$ cat src/hw/rtl/prf_pkg.sv
`timescale 1ns / 1ps

package prf_pkg;

   localparam int PORT_W = 3;
   localparam int ADDR_W = 16;
   localparam int DATA_W = 8;

   // Port table size; the 3-bit port fields address at most eight ports
   localparam int PORTS = 8;

   localparam logic CMD_REPORT = 1'b0;
   localparam logic CMD_PACKET = 1'b1;

   localparam logic [ADDR_W-1:0] ADDR_BCAST = 16'hFFFF;
   localparam logic [ADDR_W-1:0] ADDR_ZERO  = 16'h0000;
   localparam logic [DATA_W-1:0] BYTE_REQ   = 8'h55;
   localparam logic [DATA_W-1:0] BYTE_RET   = 8'hAA;
   localparam logic [DATA_W-1:0] BYTE_ZERO  = 8'h00;
   localparam logic [DATA_W-1:0] BYTE_FULL  = 8'hFF;

   // Cap on sends caused by one request, as a 3-bit send count
   localparam logic [2:0] MAX_SENDS = 3'd7;

   typedef enum logic [1:0] {
      KIND_NONE    = 2'd0,
      KIND_UNKNOWN = 2'd1,
      KIND_NODE    = 2'd2,
      KIND_ROUTER  = 2'd3
   } kind_type;

   typedef enum logic [1:0] {
      SEND_CLIENT_HS  = 2'd0,
      SEND_ROUTER_RET = 2'd1,
      SEND_ECHO       = 2'd2,
      SEND_FORWARD    = 2'd3
   } send_type;

   typedef enum logic [2:0] {
      ST_IDLE,
      ST_CHECK,
      ST_CTRL_SEND,
      ST_SCAN_NODE,
      ST_SCAN_ROUTER
   } state_type;

   typedef struct packed {
      logic     load_req;
      logic     rd_sel_port;
      logic     apply_report;
      logic     apply_ctrl;
      logic     scan_clear;
      logic     scan_step;
      logic     emit;
      logic     emit_fwd;
      logic     emit_last;
      send_type emit_kind;
   } ctl_cmd_type;

   typedef struct packed {
      logic     in_range;
      logic     is_report;
      logic     entry_active;
      logic     hdr_null;
      logic     dst_bcast;
      logic     ctrl_send;
      send_type ctrl_kind;
      logic     node_hit;
      logic     router_hit;
      logic     router_more;
      logic     scan_end;
      logic     count_max;
      logic     out_free;
   } ctl_status_type;

endpackage

$ cat src/hw/rtl/prf_ctrl.sv
`timescale 1ns / 1ps

module prf_ctrl (
   input  logic                    clock,
   input  logic                    reset,
   input  logic                    req_valid,
   output logic                    req_ready,
   input  prf_pkg::ctl_status_type status,
   output prf_pkg::ctl_cmd_type    cmd
);
   import prf_pkg::*;

   state_type state_ff;
   state_type state_in;

   always_ff @(posedge clock) begin
      if (reset) begin
         state_ff <= ST_IDLE;
      end else begin
         state_ff <= state_in;
      end
   end

   always_comb begin
      state_in  = state_ff;
      req_ready = 1'b0;
      cmd       = '0;
      cmd.emit_kind = SEND_FORWARD;
      unique case (state_ff)
         ST_IDLE: begin
            req_ready = 1'b1;
            if (req_valid) begin
               cmd.load_req = 1'b1;
               state_in     = ST_CHECK;
            end
         end
         ST_CHECK: begin
            cmd.rd_sel_port = 1'b1;
            cmd.scan_clear  = 1'b1;
            state_in        = ST_IDLE;
            if (!status.in_range) begin
               state_in = ST_IDLE;
            end else if (status.is_report) begin
               cmd.apply_report = 1'b1;
            end else if (!status.entry_active || status.hdr_null) begin
               state_in = ST_IDLE;
            end else if (status.dst_bcast) begin
               cmd.apply_ctrl = 1'b1;
               if (status.ctrl_send) begin
                  state_in = ST_CTRL_SEND;
               end
            end else begin
               state_in = ST_SCAN_NODE;
            end
         end
         ST_CTRL_SEND: begin
            cmd.emit_kind = status.ctrl_kind;
            if (status.out_free) begin
               cmd.emit      = 1'b1;
               cmd.emit_last = 1'b1;
               state_in      = ST_IDLE;
            end
         end
         ST_SCAN_NODE: begin
            if (status.node_hit) begin
               // hold the scan until the output register frees up
               if (status.out_free) begin
                  cmd.emit      = 1'b1;
                  cmd.emit_fwd  = 1'b1;
                  cmd.emit_last = 1'b1;
                  state_in      = ST_IDLE;
               end
            end else if (status.scan_end) begin
               cmd.scan_clear = 1'b1;
               state_in       = ST_SCAN_ROUTER;
            end else begin
               cmd.scan_step = 1'b1;
            end
         end
         ST_SCAN_ROUTER: begin
            if (status.router_hit) begin
               if (status.out_free) begin
                  cmd.emit      = 1'b1;
                  cmd.emit_fwd  = 1'b1;
                  cmd.emit_last = !status.router_more || status.count_max;
                  if (cmd.emit_last || status.scan_end) begin
                     state_in = ST_IDLE;
                  end else begin
                     cmd.scan_step = 1'b1;
                  end
               end
            end else if (status.scan_end) begin
               state_in = ST_IDLE;
            end else begin
               cmd.scan_step = 1'b1;
            end
         end
         default: begin
            state_in = ST_IDLE;
         end
      endcase
   end

endmodule

$ cat src/hw/rtl/prf_datapath.sv
`timescale 1ns / 1ps

module prf_datapath (
   input  logic                           clock,
   input  logic                           reset,
   input  logic                           req_cmd,
   input  logic [prf_pkg::PORT_W-1:0]     req_port,
   input  logic                           req_present,
   input  logic [prf_pkg::ADDR_W-1:0]     req_dst_addr,
   input  logic [prf_pkg::ADDR_W-1:0]     req_src_addr,
   input  logic [prf_pkg::DATA_W-1:0]     req_data_first,
   input  logic [prf_pkg::DATA_W-1:0]     req_data_second,
   output logic                           rsp_valid,
   input  logic                           rsp_ready,
   output logic [prf_pkg::PORT_W-1:0]     rsp_out_port,
   output logic [1:0]                     rsp_send_kind,
   output logic                           rsp_last,
   input  prf_pkg::ctl_cmd_type           cmd,
   output prf_pkg::ctl_status_type        status
);
   import prf_pkg::*;

   localparam int IW = (PORTS > 1) ? $clog2(PORTS) : 1;
   localparam logic [IW-1:0] LAST_IDX = IW'(PORTS - 1);

   // Latched request
   logic              cmd_ff;
   logic [PORT_W-1:0] port_ff;
   logic              present_ff;
   logic [ADDR_W-1:0] dst_ff;
   logic [ADDR_W-1:0] src_ff;
   logic [DATA_W-1:0] d0_ff;
   logic [DATA_W-1:0] d1_ff;

   // Port table
   logic              active_ff [PORTS];
   kind_type          kind_ff   [PORTS];
   logic [ADDR_W-1:0] addr_ff   [PORTS];

   logic [IW-1:0]     cnt_ff;
   logic [IW-1:0]     cnt_in;
   logic [2:0]        sent_ff;
   logic [2:0]        sent_in;

   logic              out_valid_ff;
   logic [PORT_W-1:0] out_port_ff;
   send_type          out_kind_ff;
   logic              out_last_ff;

   logic [IW-1:0]     pidx;
   logic [IW-1:0]     rd_idx;
   logic              rd_active;
   kind_type          rd_kind;
   logic [ADDR_W-1:0] rd_addr;
   logic [PORTS-1:0]  router_mask;
   logic [PORTS-1:0]  above_mask;
   logic              is_client;
   logic              is_router_req;
   logic              is_router_ret;
   logic              is_ping;

   assign pidx      = IW'(port_ff);
   assign rd_idx    = cmd.rd_sel_port ? pidx : cnt_ff;
   assign rd_active = active_ff[rd_idx];
   assign rd_kind   = kind_ff[rd_idx];
   assign rd_addr   = addr_ff[rd_idx];

   assign is_client     = (d0_ff == BYTE_REQ) && (d1_ff == BYTE_ZERO);
   assign is_router_req = !is_client && (src_ff == ADDR_BCAST) && (d0_ff == BYTE_REQ);
   assign is_router_ret = !is_client && (src_ff == ADDR_BCAST) && (d0_ff == BYTE_RET);
   assign is_ping       = !is_client && (src_ff == ADDR_ZERO);

   // Routers other than the arrival port, and the part of the scan still ahead
   always_comb begin
      for (int i = 0; i < PORTS; i++) begin
         router_mask[i] = (kind_ff[i] == KIND_ROUTER) && (IW'(i) != pidx);
         above_mask[i]  = IW'(i) > cnt_ff;
      end
   end

   always_comb begin
      status.in_range     = {2'b00, port_ff} < 5'(PORTS);
      status.is_report    = cmd_ff == CMD_REPORT;
      status.entry_active = rd_active;
      status.hdr_null     = (dst_ff == ADDR_ZERO) && (src_ff == ADDR_ZERO);
      status.dst_bcast    = dst_ff == ADDR_BCAST;
      status.ctrl_send    = is_client || is_router_req || is_ping;
      if (is_client) begin
         status.ctrl_kind = SEND_CLIENT_HS;
      end else if (is_router_req) begin
         status.ctrl_kind = SEND_ROUTER_RET;
      end else begin
         status.ctrl_kind = SEND_ECHO;
      end
      status.node_hit    = (rd_kind == KIND_NODE) && (rd_addr == dst_ff);
      status.router_hit  = router_mask[cnt_ff];
      status.router_more = |(router_mask & above_mask);
      status.scan_end    = cnt_ff == LAST_IDX;
      status.count_max   = sent_ff == (MAX_SENDS - 3'd1);
      status.out_free    = !out_valid_ff || rsp_ready;
   end

   always_ff @(posedge clock) begin
      if (cmd.load_req) begin
         cmd_ff     <= req_cmd;
         port_ff    <= req_port;
         present_ff <= req_present;
         dst_ff     <= req_dst_addr;
         src_ff     <= req_src_addr;
         d0_ff      <= req_data_first;
         d1_ff      <= req_data_second;
      end
   end

   always_ff @(posedge clock) begin
      if (reset) begin
         for (int i = 0; i < PORTS; i++) begin
            active_ff[i] <= 1'b0;
            kind_ff[i]   <= KIND_NONE;
            addr_ff[i]   <= '0;
         end
      end else if (cmd.apply_report) begin
         active_ff[pidx] <= present_ff;
         kind_ff[pidx]   <= present_ff ? KIND_UNKNOWN : KIND_NONE;
         addr_ff[pidx]   <= '0;
      end else if (cmd.apply_ctrl) begin
         if (is_client) begin
            kind_ff[pidx] <= KIND_NODE;
            addr_ff[pidx] <= src_ff;
         end else if (is_router_req || is_router_ret) begin
            kind_ff[pidx] <= KIND_ROUTER;
         end
      end
   end

   always_comb begin
      cnt_in  = cnt_ff;
      sent_in = sent_ff;
      if (cmd.scan_clear) begin
         cnt_in = '0;
      end else if (cmd.scan_step) begin
         cnt_in = cnt_ff + IW'(1);
      end
      if (cmd.load_req) begin
         sent_in = '0;
      end else if (cmd.emit) begin
         sent_in = sent_ff + 3'd1;
      end
   end

   always_ff @(posedge clock) begin
      if (reset) begin
         cnt_ff  <= '0;
         sent_ff <= '0;
      end else begin
         cnt_ff  <= cnt_in;
         sent_ff <= sent_in;
      end
   end

   always_ff @(posedge clock) begin
      if (reset) begin
         out_valid_ff <= 1'b0;
      end else if (cmd.emit) begin
         out_valid_ff <= 1'b1;
      end else if (rsp_ready) begin
         out_valid_ff <= 1'b0;
      end
   end

   always_ff @(posedge clock) begin
      if (cmd.emit) begin
         out_port_ff <= cmd.emit_fwd ? PORT_W'(cnt_ff) : port_ff;
         out_kind_ff <= cmd.emit_kind;
         out_last_ff <= cmd.emit_last;
      end
   end

   assign rsp_valid     = out_valid_ff;
   assign rsp_out_port  = out_port_ff;
   assign rsp_send_kind = out_kind_ff;
   assign rsp_last      = out_last_ff;

endmodule

$ cat src/hw/rtl/port_router_forwarding.sv
`timescale 1ns / 1ps
// Port router forwarding table.
// Request channel (req_valid/req_ready): a port presence report (req_cmd 0)
// or a received packet header (req_cmd 1) with its port, addresses and the
// first two payload bytes. Response channel (rsp_valid/rsp_ready): one item
// per send, carrying the output port, the send kind and a last flag on the
// final send caused by a request. A request that causes no send gives no
// response item.
// A request is taken only in the idle state; one request is worked at a time.
// A report or ignored header ends after the check state; a sending control
// packet also passes the control-send state. A forwarded header walks the
// table one entry per cycle while no send is held: up to PORTS entries for
// the node search, then up to PORTS more for the router flood. One read index
// picks address and kind; the flood sees all kinds. Sends leave through one
// output register; a stalled receiver holds the walk on a send until taken.
// Reset clears the table (all ports inactive, kind none, address zero) and
// drops any pending response.
module port_router_forwarding (
   input  logic                       clock,
   input  logic                       reset,
   input  logic                       req_valid,
   output logic                       req_ready,
   input  logic                       req_cmd,
   input  logic [prf_pkg::PORT_W-1:0] req_port,
   input  logic                       req_present,
   input  logic [prf_pkg::ADDR_W-1:0] req_dst_addr,
   input  logic [prf_pkg::ADDR_W-1:0] req_src_addr,
   input  logic [prf_pkg::DATA_W-1:0] req_data_first,
   input  logic [prf_pkg::DATA_W-1:0] req_data_second,
   output logic                       rsp_valid,
   input  logic                       rsp_ready,
   output logic [prf_pkg::PORT_W-1:0] rsp_out_port,
   output logic [1:0]                 rsp_send_kind,
   output logic                       rsp_last
);
   import prf_pkg::*;

   ctl_cmd_type    cmd;
   ctl_status_type status;

   prf_ctrl u_ctrl (
      .clock     (clock),
      .reset     (reset),
      .req_valid (req_valid),
      .req_ready (req_ready),
      .status    (status),
      .cmd       (cmd)
   );

   prf_datapath u_datapath (
      .clock           (clock),
      .reset           (reset),
      .req_cmd         (req_cmd),
      .req_port        (req_port),
      .req_present     (req_present),
      .req_dst_addr    (req_dst_addr),
      .req_src_addr    (req_src_addr),
      .req_data_first  (req_data_first),
      .req_data_second (req_data_second),
      .rsp_valid       (rsp_valid),
      .rsp_ready       (rsp_ready),
      .rsp_out_port    (rsp_out_port),
      .rsp_send_kind   (rsp_send_kind),
      .rsp_last        (rsp_last),
      .cmd             (cmd),
      .status          (status)
   );

endmodule
$ cat config.mk
export PLATFORM = sky130hd
export DESIGN_NAME = port_router_forwarding
export DESIGN_NICKNAME = d
export VERILOG_FILES = /design/src/hw/rtl/prf_pkg.sv /design/src/hw/rtl/prf_ctrl.sv /design/src/hw/rtl/prf_datapath.sv /design/src/hw/rtl/port_router_forwarding.sv
export SDC_FILE = /design/constraint.sdc
export NUM_CORES = 1
export LEC_CHECK = 0
export ABC_AREA = 1
export BUFFER_PORTS_ARGS = -buffer_cell sky130_fd_sc_hd__buf_2
export CORE_ASPECT_RATIO = 1.25
export CORE_MARGIN = 2
export CORE_UTILIZATION = 33
export CTS_BUF_LIST = sky130_fd_sc_hd__clkbuf_2
export DETAILED_ROUTE_END_ITERATION = 12
export GPL_TIMING_DRIVEN = 0
export SLEW_MARGIN = 5
export SYNTH_ARGS = -nofsm -noshare
export SYNTH_HDL_FRONTEND = slang
export SYNTH_SLANG_ARGS = --single-unit
$ cat constraint.sdc
create_clock -name clock -period 6.05 [get_ports clock]
set_input_delay 0.605 -clock clock [delete_from_list [all_inputs] [get_ports clock]]
set_output_delay 0.605 -clock clock [all_outputs]
set_load 0.02 [all_outputs]
# --- Yosys cells after proc, flatten, opt, wreduce, memory -nomap -nowiden ---
# Memories as Yosys holds them, arrays and structs flattened.
# Cells that the tools add are included.
# Widths: inputs -> output; s select.
word_totals:
  reg_bits: 69
  ram_bits: 152
  in_bits: 57
  out_inout_bits: 8
  wordCells: 176
  memories: 3
mem_list:
  columns: ["memory", "words", "word_bits", "rd", "rd_clocked_by_memory_dff", "wr", "line", "text"]
  rows:
  - ["u_datapath.addr_ff", 8, 16, 1, 0, 8, "prf_datapath.sv:38", "logic [ADDR_W-1:0] addr_ff [PORTS];"]
  - ["u_datapath.kind_ff", 8, 2, 9, 0, 8, "prf_datapath.sv:37", "kind_type kind_ff [PORTS];"]
  - ["u_datapath.active_ff", 8, 1, 1, 0, 8, "prf_datapath.sv:36", "logic active_ff [PORTS];"]
classes:
  n_addsub: 2
  magnitude_cmp: 9
  n_eq_ne: 32
  n_mux: 73
  bitwise_logic: 4
  reduce_logical: 39
op_table:
  columns: ["operator", "count"]
  rows:
  - ["$mux 3", 20]
  - ["$mux 1", 36]
  - ["$eq 16x16->1 const B", 2]
  - ["$logic_not 16->1", 2]
  - ["$mux 16", 2]
  - ["$eq 2x2->1 const B", 9]
  - ["$eq 16x16->1", 1]
  - ["$reduce_or 16->1", 1]
  - ["$logic_and 1x1->1", 15]
  - ["$pmux 3 s5", 1]
  - ["$mux 2", 7]
  - ["$gt 3x3->1 const A", 4]
  - ["$ne 3x3->1 const A", 4]
  - ["$eq 3x3->1 const B", 3]
  - ["$ne 3x2->1 const B", 3]
  - ["$and 8x8->8", 1]
  - ["$eq 8x7->1 const B", 1]
  - ["$eq 8x8->1 const B", 1]
  - ["$logic_not 8->1", 1]
  - ["$reduce_or 8->1", 1]
  - ["$logic_or 1x1->1", 7]
  - ["$add 3x1->3 const B", 2]
  - ["$eq 3x2->1 const B", 2]
  - ["$gt 1x3->1 const A", 2]
  - ["other kinds (19)", 31]

# --- Longest topological paths before layout ---
# Gate-level depths: netlist (run 1).
depth:
  depth_mapped: 23
  depth_no_buf: 21

# --- Cells and area by module ---
# Synthesis (run 1) repeated with hierarchy kept, for this count alone.
unflattened:
  cells_unflattened: 1070
  hier_area_um2: 10334.9
modules_own_cells:
  columns: ["module", "instances", "cells_per_inst", "area_each_um2", "seq_area_each_um2"]
  rows:
  - ["prf_datapath", 1, 1001, 9975.8, 6476.2]
  - ["prf_ctrl", 1, 69, 359.1, 60.1]

# --- Worst setup path after synthesis (run 1) ---
# OpenSTA, ideal clock, no wires.
synth_timing:
  path_kind: "register to register"
  start: "reg u_ctrl.state_ff[0]"
  end: "reg u_datapath.cmd_ff, enable pin"
  t_arrival_ns: 3.195
  t_required_ns: 5.586
  slack_ns: 2.391
  stages_incl_launch_ff: 6
  path_buffers: 0
  path_cell_list: "dfxtp_1 -> nor2_1 -> inv_1 -> nor2_1 -> inv_1 -> nor2_1"
synth_lines:
  columns: ["element", "line", "text"]
  rows:
  - ["from (decl)", "prf_ctrl.sv:13", "state_type state_ff;"]
  - ["from (signal assigned)", "prf_ctrl.sv:20", "state_ff <= state_in;"]
  - ["to (signal assigned)", "prf_datapath.sv:105", "cmd_ff <= req_cmd;"]
  - ["to (decl)", "prf_datapath.sv:27", "logic cmd_ff;"]

==> results of run 1 <==
-- critical path, stage by stage, from the launching register on --
cell,delay [ns]
edfxtp_1,0.33
buf_2,0.18
nand4_2,0.36
nand2_2,0.33
buf_6,0.20
nor2_1,0.05
o311ai_1,0.50
nand3_1,0.22
nor3_2,0.31
nand2_1,0.14
inv_2,0.17
or2_2,0.13
buf_2,0.17
nand2_1,0.07
nand2_1,0.79
-- routing by layer --
| layer | up-vias | share of wire, % | wire, µm | global-route usage, % |
|---|---|---|---|---|
| met4 | 0 | 3.2 | 971 | 7.52 |
| li1 | 4058 | - | - | - |
| met2 | 325 | 50 | 15000 | 31.5 |
| met5 | - | 0 | 0 | 0 |
| met1 | 3966 | 40 | 11900 | 21.7 |
| met3 | 69 | 7.0 | 2110 | 3.48 |
-- final cells by class --
class	count	area [µm²]
Fill cell	3188	19200
Inverter	75	282
Buffer	41	282
Multi-Input combinational cell	742	3400
Clock buffer	77	385
Clock inverter	14	88.8
Timing Repair Buffer	119	881
Antenna cell	1	2.50
Tap cell	412	515
Sequential cell	221	6540
-- registers in the layout (all words and copies together), names as in the netlist, 2 cells and up --
name and cells:
u_datapath.pidx 3, u_datapath.d1_ff 8, u_datapath.cnt_ff 3, u_datapath.d0_ff 8, u_datapath.addr_ff 128, u_datapath.kind_ff 16
u_datapath.rsp_send_kind 2, u_datapath.active_ff 8, u_datapath.sent_ff 3, u_datapath.src_ff 16, u_datapath.rsp_out_port 3, u_datapath.dst_ff 16
u_ctrl.state_ff 3
-- Yosys cell counts (all sizes together) --
library cell  count  area share (%)
buf              29             2.3
clkinv            2           0.072
nor2            164             6.0
nor3             12            0.62
o211ai            2            0.14
a21oi            18            0.86
clkbuf           12            0.43
o22ai             3            0.18
nand4            16             1.2
o311ai            1           0.083
and2              1           0.060
nor4             15            0.89
a31oi             1           0.060
nand3b            9            0.64
a32o              1           0.095
or2               3            0.18
nor3b             1           0.072
inv              73             2.6
o31ai             1           0.072
edfxtp          211              60
xor2              2            0.17
nand2           310              12
nand3           163             8.0
dfxtp            10             1.9
o21ai            13            0.80
ha                6            0.72
-- path summary, 6_finish.rpt --
path,startpoint,to,slack [ns]
setup / recovery,u_datapath.pidx[0],u_datapath.addr_ff[7][13],1.73
hold / removal,rsp_ready,u_datapath.rsp_valid,0.19
setup reg to reg,u_datapath.pidx[0],u_datapath.addr_ff[7][13],1.73
hold reg to reg,u_datapath.sent_ff[2],u_datapath.sent_ff[2],0.52
-- report_power, final --
| group | leakage [µW] | switching [µW] | total, µW | internal [µW] |
|---|---|---|---|---|
| sequential | 0.00220 | 32.0 | 1780 | 1750 |
| clock | 0.000367 | 610 | 995 | 384 |
| combinational | 0.00249 | 290 | 432 | 143 |
| total | 0.00506 | 932 | 3210 | 2270 |
-- stage by stage --
stage          instance area, µm²  utilization [%]  power, µW
2_1_floorplan               10500                -       2060
3_3_place_gp                11300             35.8       2210
3_5_place_dp                11400             35.9       2220
4_1_cts                     12400             39.1       3240
5_1_grt                     12400             39.2       3360
6_report                    12400             39.2       3210
-- cells by family after synthesis --
kind of cell	Yosys count
buffers and inverters	116
AOI/OAI and AO/OA	40
and+or+nand+nor	694
adders and majority gates	6
xor gates and xnor gates	2
DFF	221
==> impl_metrics.json, run 1 <==
{
  "outcome": "finished clean",
  "synthesis.area_um2": 10500,
  "routed_wl_um": 29900,
  "relSlewSlack_pct": 16.3,
  "finalNetCount": 1319,
  "crit_path_end_kind": "flop",
  "tightest_slew_ns": 1.25,
  "synth.avg_cell_area_um2": 9.72,
  "rr_worst_depth": 14,
  "synth_compound_area_share_pct": 2.29,
  "ant_nets": 0,
  "synth_fp_nets": 1142,
  "grt_overflow": 0,
  "rows": 73,
  "drv_cap": 0,
  "die-area_um2": 33200,
  "place_congestion": 0.839,
  "clock.fmax_mhz": 231,
  "synthSimpleGateAreaFrac_pct": 29.2,
  "synth-seq-area-share_pct": 62.3,
  "grt_pass1_vias": 8130,
  "cts_sinks": 221,
  "cts_buffers": 56,
  "cts_resized": 0,
  "htreeDepth": 2,
  "finalSetupTns_ns": 0,
  "drtIter0Drc": 596,
  "grt_max_degree": 33,
  "critPathKind": "flop to flop",
  "hold_class": "primary input to flop",
  "rsz0062_at_grt": "false",
  "place_hpwl_um": 20300,
  "ctsHoldBuffers": 54,
  "grt_first_pass_wirelength_um": 45200,
  "hold_ws_ns": 0.191,
  "dpl_worst_slack_ns": 1.81,
  "instances_no_fill": 1702,
  "clockBufferDepth": 3,
  "finalSetupViolCount": 0,
  "cp.required_ns": 6.54,
  "fin_crit_ns": 4.32,
  "via_per_inst": 4.95,
  "hold_viol": 0,
  "ir_worst_vdd_mv": 0.141,
  "crit_path_start_kind": "flop",
  "fp.dieH_um": 203,
  "antenna_found_initial": 1,
  "drt_first_pass_iters": 7,
  "synth-seq-cells": 221,
  "p_per_area_nw_per_um2": 259,
  "cts_tree": "done",
  "synth_top_family_by_area": "simple AND/OR/NAND/NOR gates",
  "area_growth_pct": 17.9,
  "vias": 8418,
  "finalCritPeriodShare_pct": 71.4,
  "clk_pin_slew_ns": 0.10,
  "clk_latency_ns": 0.93,
  "p_leak_uw": 0.00506,
  "arrival_ns": 4.82,
  "die_w_um": 163,
  "final_common_cell": "nand2_1",
  "post_cts_buffers": 0,
  "whs_path_depth": 4,
  "coreArea_um2": 31600,
  "syn_inst": 1079,
  "synth-adder-area-share_pct": 0.715,
  "ios": 65,
  "drive_above_1_share_pct": 16.9,
  "initial_core_util_pct": 33.2,
  "port_buffers": 64,
  "grt_usage_pct": 18.1,
  "ctsRootBufferMaster": "clkbuf_2",
  "fin_ws_ns": 1.73,
  "dp_cells": 1556,
  "drc": 0,
  "synth.area.mux_share_pct": 0,
  "yosysWarnings": 0,
  "path_max_fanout": 16,
  "final_cell_mix": "292 x nand2_1, 211 x edfxtp_1, 160 x nand3_1, 160 x nor2_1, 77 x clkbuf_2",
  "slew_viol_final": 0,
  "synth-xor-area-share_pct": 0.167,
  "avgRoutedWirePerCell_um": 17.6,
  "synth_cell_types": 41,
  "skew_ns": 0.0779
}
No activity file was read; power rests on OpenSTA's default activity.
==> run 2, diff against run 1 <==
- clock period: 6.05 -> 4.05 ns (I/O delays scaled with it)
==> run 2 against run 1 <==
Effect of this change: first-iteration DRC count rose by 3.5%; routed wire length shrank 0.34%; clock-buffer cell count unchanged; clock power increased by 49%; global-route usage is essentially flat; largest power group unchanged; power up 49%; largest cell class unchanged; non-clock buffer count rose by 2; final area grew 0.59%; critical path depth unchanged; register-to-register slack got worse by 1.5 ns.
==> impl_metrics.json, run 2 (synthesized netlist as in run 1, its figures left out) <==
{
  "final_common_cell": "nand2_1",
  "initial_core_util_pct": 33.2,
  "place_congestion": 0.839,
  "ir_worst_vdd_mv": 0.210,
  "finalNetCount": 1321,
  "drt_first_pass_iters": 5,
  "drive_above_1_share_pct": 17.6,
  "p_per_area_nw_per_um2": 385,
  "hold_ws_ns": 0.0930,
  "port_buffers": 64,
  "drv_cap": 0,
  "r2r_slack_ns": 0.28,
  "ant_nets": 0,
  "dp_cells": 1556,
  "crit_slowest_cell": "nand2_2",
  "grt_usage_pct": 18.0,
  "clock.fmax_mhz": 265,
  "routed_wl_um": 29800,
  "clk_pin_slew_ns": 0.09,
  "critPathKind": "flop to flop",
  "drc": 0,
  "coreArea_um2": 31600,
  "cp_top_family": "simple AND/OR/NAND/NOR gates",
  "path_max_fanout": 16,
  "die_w_um": 163,
  "largest_reg_flops": 128,
  "vias": 8425,
  "rows": 73,
  "cts_buffers": 56,
  "critical_path_buf_inv_count": 4,
  "finalSetupViolCount": 0,
  "grt_overflow": 0,
  "path_cells": "buf_2, nand4_2, nand2_2, buf_6, nor2_1, o311ai_2, nand3_1, nor3_2, nand2_1, inv_2, or2_2, buf_2, nand2_1, nand2_2",
  "antenna_found_initial": 1,
  "die-area_um2": 33200,
  "cp.required_ns": 4.55,
  "tightest_slew_ns": 1.28,
  "n_fill_cell": 3187,
  "skew_ns": 0.0596,
  "avgRoutedWirePerCell_um": 17.5,
  "finalSetupTns_ns": 0,
  "finalCritPeriodShare_pct": 93.1,
  "cts_tree": "done",
  "ctsRootBufferMaster": "clkbuf_2",
  "hold_viol": 0,
  "p_leak_uw": 0.00507,
  "grt_first_pass_wirelength_um": 45100,
  "via_per_inst": 4.94,
  "final_cell_mix": "284 x nand2_1, 211 x edfxtp_1, 160 x nand3_1, 160 x nor2_1, 77 x clkbuf_2",
  "cts_sinks": 221,
  "crit_path_start_kind": "flop",
  "instances_no_fill": 1704,
  "hold_class": "primary input to flop",
  "rsz0062_at_grt": "false",
  "clockBufferDepth": 3,
  "crit_path_max_incr_delay_ns": 0.41,
  "slew_viol_final": 0,
  "htreeDepth": 2,
  "regMostFlops": "u_datapath.addr_ff",
  "grt_pass1_vias": 8125,
  "arrival_ns": 4.27,
  "ios": 65,
  "outcome": "finished clean",
  "drtIter0Drc": 617,
  "fin_crit_ns": 3.77,
  "clk_latency_ns": 0.90,
  "grt_max_degree": 33,
  "relSlewSlack_pct": 13.9,
  "fp.dieH_um": 203,
  "crit_path_end_kind": "flop",
  "place_hpwl_um": 20300,
  "area_growth_pct": 18.6
}
run 2: cell type report:
type | instances | area [µm²] | share of cell area [%]
Antenna cell | 1 | 2.50 | 0.0201
Clock inverter | 14 | 88.8 | 0.714
Sequential cell | 221 | 6540 | 52.5
Clock buffer | 77 | 385 | 3.10
Multi-Input combinational cell | 742 | 3450 | 27.7
Buffer | 41 | 282 | 2.26
Timing Repair Buffer | 121 | 901 | 7.24
Tap cell | 412 | 515 | 4.14
Inverter | 75 | 282 | 2.26
run 2: power breakdown:
part           internal (µW)  switching [µW]
logic                    217             436
registers               2610            47.5
clock network            574             904
total                   3400            1390
run 2: path summary, 6_finish.rpt:
kind                            cells past startpoint                        to                   from
worst max-delay path                               14  u_datapath.addr_ff[3][0]     u_datapath.pidx[0]
worst min-delay path                                3      u_datapath.dst_ff[3]              req_valid
worst max register to register                     14  u_datapath.addr_ff[3][0]     u_datapath.pidx[0]
worst min register to register                      2     u_datapath.sent_ff[2]  u_datapath.sent_ff[2]
run 2: worst reg2reg max path, delay by kind of cell (launching register included):
| kind | cells | cell delay [ns] |
|---|---|---|
| compound gates | 1 | 0.37 |
| simple gates | 9 | 2.00 |
| flops | 1 | 0.33 |
| buf+inv | 4 | 0.72 |
run 2: through the flow:
stage	setup WS, ns	area [µm²]	power (µW)	utilization, %
floorplan	0.391	10500	3080	-
CTS	0.128	12400	4840	39.3
detailed placement	-0.192	11400	3310	35.9
global route	0.0793	12400	5020	39.4
finish	0.278	12400	4790	39.4
global placement	-0.872	11300	3300	35.8
run 2: layer usage:
layer / vias to the layer above / part of all wire [%] / GRT usage [%]
met5: - / 0 / 0
met4: 0 / 3.2 / 7.61
met3: 69 / 7.1 / 3.48
met2: 342 / 50 / 31.4
met1: 3947 / 40 / 21.7
li1: 4067 / - / -
run 2: what timing repair did:
action	CTS	global route
hold buffers	56	0
endpoints found under the setup margin	125	128
endpoints found under the hold margin	57	0
gates resized for setup	8	6
setup buffers	0	0
==> run 3, diff against run 2 <==
- CORE_ASPECT_RATIO: 1.25 -> 0.75
- MAX_ROUTING_LAYER: not set -> met4
- PLACE_DENSITY: not set -> 0.6
==> run 3 against run 2 <==
Effect of this change: clock power fell by 6%; via count fell by 0.46%; combinational power rose by 2%; setup slack got worse by 0.0036 ns; global-route usage rose by 0.44 points; non-clock buffer count did not move; critical path depth did not move; die area barely moved; largest cell class unchanged.
==> impl_metrics.json, run 3 (synthesized netlist as in run 1, its figures left out) <==
{
  "final_cell_mix": "284 x nand2_1, 211 x edfxtp_1, 160 x nand3_1, 160 x nor2_1, 76 x buf_2",
  "drt_first_pass_iters": 5,
  "crit_path_start_kind": "flop",
  "final_common_cell": "nand2_1",
  "ios": 65,
  "cp.required_ns": 4.61,
  "area_growth_pct": 17.8,
  "die-area_um2": 33300,
  "placed_area_um2": 11300,
  "hold_end": "u_datapath.pidx[0]",
  "crit_path_end_kind": "flop",
  "finalCritPeriodShare_pct": 93.2,
  "slew_viol_final": 0,
  "cts_buffers": 51,
  "critPathKind": "flop to flop",
  "power_switching_uw": 1410,
  "rsz0062_at_grt": "false",
  "seqPwrFrac_pct": 56.4,
  "rows": 56,
  "finalNetCount": 1316,
  "min-delay-start": "req_valid",
  "clock_power_share_pct": 29.5,
  "largest_reg_flops": 128,
  "grt_usage_pct": 18.5,
  "r2r_slack_ns": 0.27,
  "coreArea_um2": 31300,
  "n_antenna_cell": 0,
  "whs_path_depth": 3,
  "clockBufferDepth": 3,
  "vias": 8386,
  "design_area_um2": 12400,
  "finalSetupTns_ns": 0,
  "drtIter0Drc": 840,
  "worstReg2RegStart": "u_datapath.pidx[0]",
  "finalSetupViolCount": 0,
  "hold_class": "primary input to flop",
  "drive_above_1_share_pct": 17.0,
  "ir_worst_vdd_mv": 0.178,
  "p_per_area_nw_per_um2": 381,
  "arrival_ns": 4.34,
  "r2r_end": "u_datapath.addr_ff[3][6]",
  "p_leak_uw": 0.00503,
  "relSlewSlack_pct": 7.49,
  "path_max_fanout": 16,
  "port_buffers": 64,
  "grt_first_pass_wirelength_um": 44300,
  "drv_cap": 0,
  "antenna_found_initial": 0,
  "die_w_um": 210,
  "clk_pin_slew_ns": 0.11,
  "sw_frac_of_total_pct": 29.8,
  "grt_overflow": 0,
  "clock.fmax_mhz": 265,
  "regMostFlops": "u_datapath.addr_ff",
  "routed_wl_um": 29700,
  "ant_nets": 0,
  "hold_viol": 0,
  "drc": 0,
  "p_int_uw": 3310,
  "post_cts_buffers": 0,
  "p_comb_share_pct": 14.2,
  "place_congestion": 0.876,
  "fp.dieH_um": 158,
  "cts_tree": "done",
  "outcome": "finished clean",
  "skew_ns": 0.0968,
  "tightest_slew_ns": 1.38,
  "avgRoutedWirePerCell_um": 17.6,
  "clk_latency_ns": 0.93,
  "fin_crit_ns": 3.78,
  "cts_sinks": 221,
  "place_hpwl_um": 20900,
  "ctsRootBufferMaster": "clkbuf_2",
  "grt_pass1_vias": 7730,
  "initial_core_util_pct": 33.6,
  "htreeDepth": 2,
  "rr_worst_depth": 14,
  "via_per_inst": 4.97,
  "grt_max_degree": 34
}
==> run 3: metrics by stage <==
step	setup WS, ns	utilization, %	cells	hold WS, ns	total power, µW
after detailed placement	-0.0244	36.3	1550	0.518	3320
after floorplan	0.391	-	1079	0.474	3080
after global routing	0.0518	39.6	1689	0.0737	4930
final	0.274	39.6	1689	0.120	4720
after global placement	-0.740	36.2	1549	0.502	3310
after CTS	0.00121	39.4	1689	0.0423	4730
==> run 3: worst max path at each step <==
stage | start | to | slack (ns) | depth (start not counted)
6_report | u_datapath.pidx[0] | u_datapath.addr_ff[3][6] | 0.27 | 14
5_1_grt | u_datapath.pidx[0] | u_datapath.addr_ff[0][3] | 0.05 | 14
4_1_cts | u_datapath.pidx[0] | u_datapath.addr_ff[4][1] | 0.001 | 14
3_5_place_dp | u_datapath.pidx[0] | u_datapath.addr_ff[5][11] | -0.02 | 14
3_3_place_gp | u_ctrl.state_ff[0] | u_datapath.src_ff[11] | -0.74 | 5
2_1_floorplan | u_ctrl.state_ff[0] | u_datapath.cmd_ff | 0.39 | 5
==> run 3: area by class of cell <==
type / instances / area (µm²)
repair buffers: 121 / 901
multi-input cells: 742 / 3440
fillers: 3131 / 18900
well taps: 406 / 508
clock buffers: 74 / 370
plain buffers: 41 / 282
flip-flops and latches: 221 / 6540
inverters: 75 / 282
clock inverters: 9 / 43.8
==> run 3: critical path, cell delays in order (launching register included) <==
cell	delay [ns]
edfxtp_1	0.33
buf_2	0.18
nand4_2	0.36
nand2_2	0.31
buf_6	0.21
nor2_1	0.06
o311ai_1	0.32
nand3_1	0.20
nor3_2	0.42
nand2_1	0.17
inv_2	0.17
or2_2	0.13
buf_2	0.19
nand2_1	0.08
nand2_2	0.34
==> run 3: timing repair <==
item                                    CTS  global route
resized for setup                         2            10
endpoints found under the hold margin    56             0
hold buffers                             56             0
endpoints found under the setup margin   14           114
==> run 3: routing by layer <==
layer | vias to the layer above | global-route usage, % | routed length (µm) | share of wire (%)
li1 | 4047 | - | - | -
met1 | 3941 | 27.5 | 14400 | 48
met2 | 359 | 24.3 | 11600 | 39
met3 | 39 | 5.17 | 3330 | 11
met4 | 0 | 4.76 | 395 | 1.3
met5 | - | - | 0 | 0
==> run 3: power by group through the flow <==
stage | Combinational, µW | Clock (µW) | Sequential (µW)
floorplan | 386 | 0 | 2700
global placement | 599 | 0 | 2710
detailed placement | 611 | 0 | 2710
CTS | 655 | 1420 | 2660
global route | 727 | 1530 | 2670
finish | 668 | 1390 | 2660
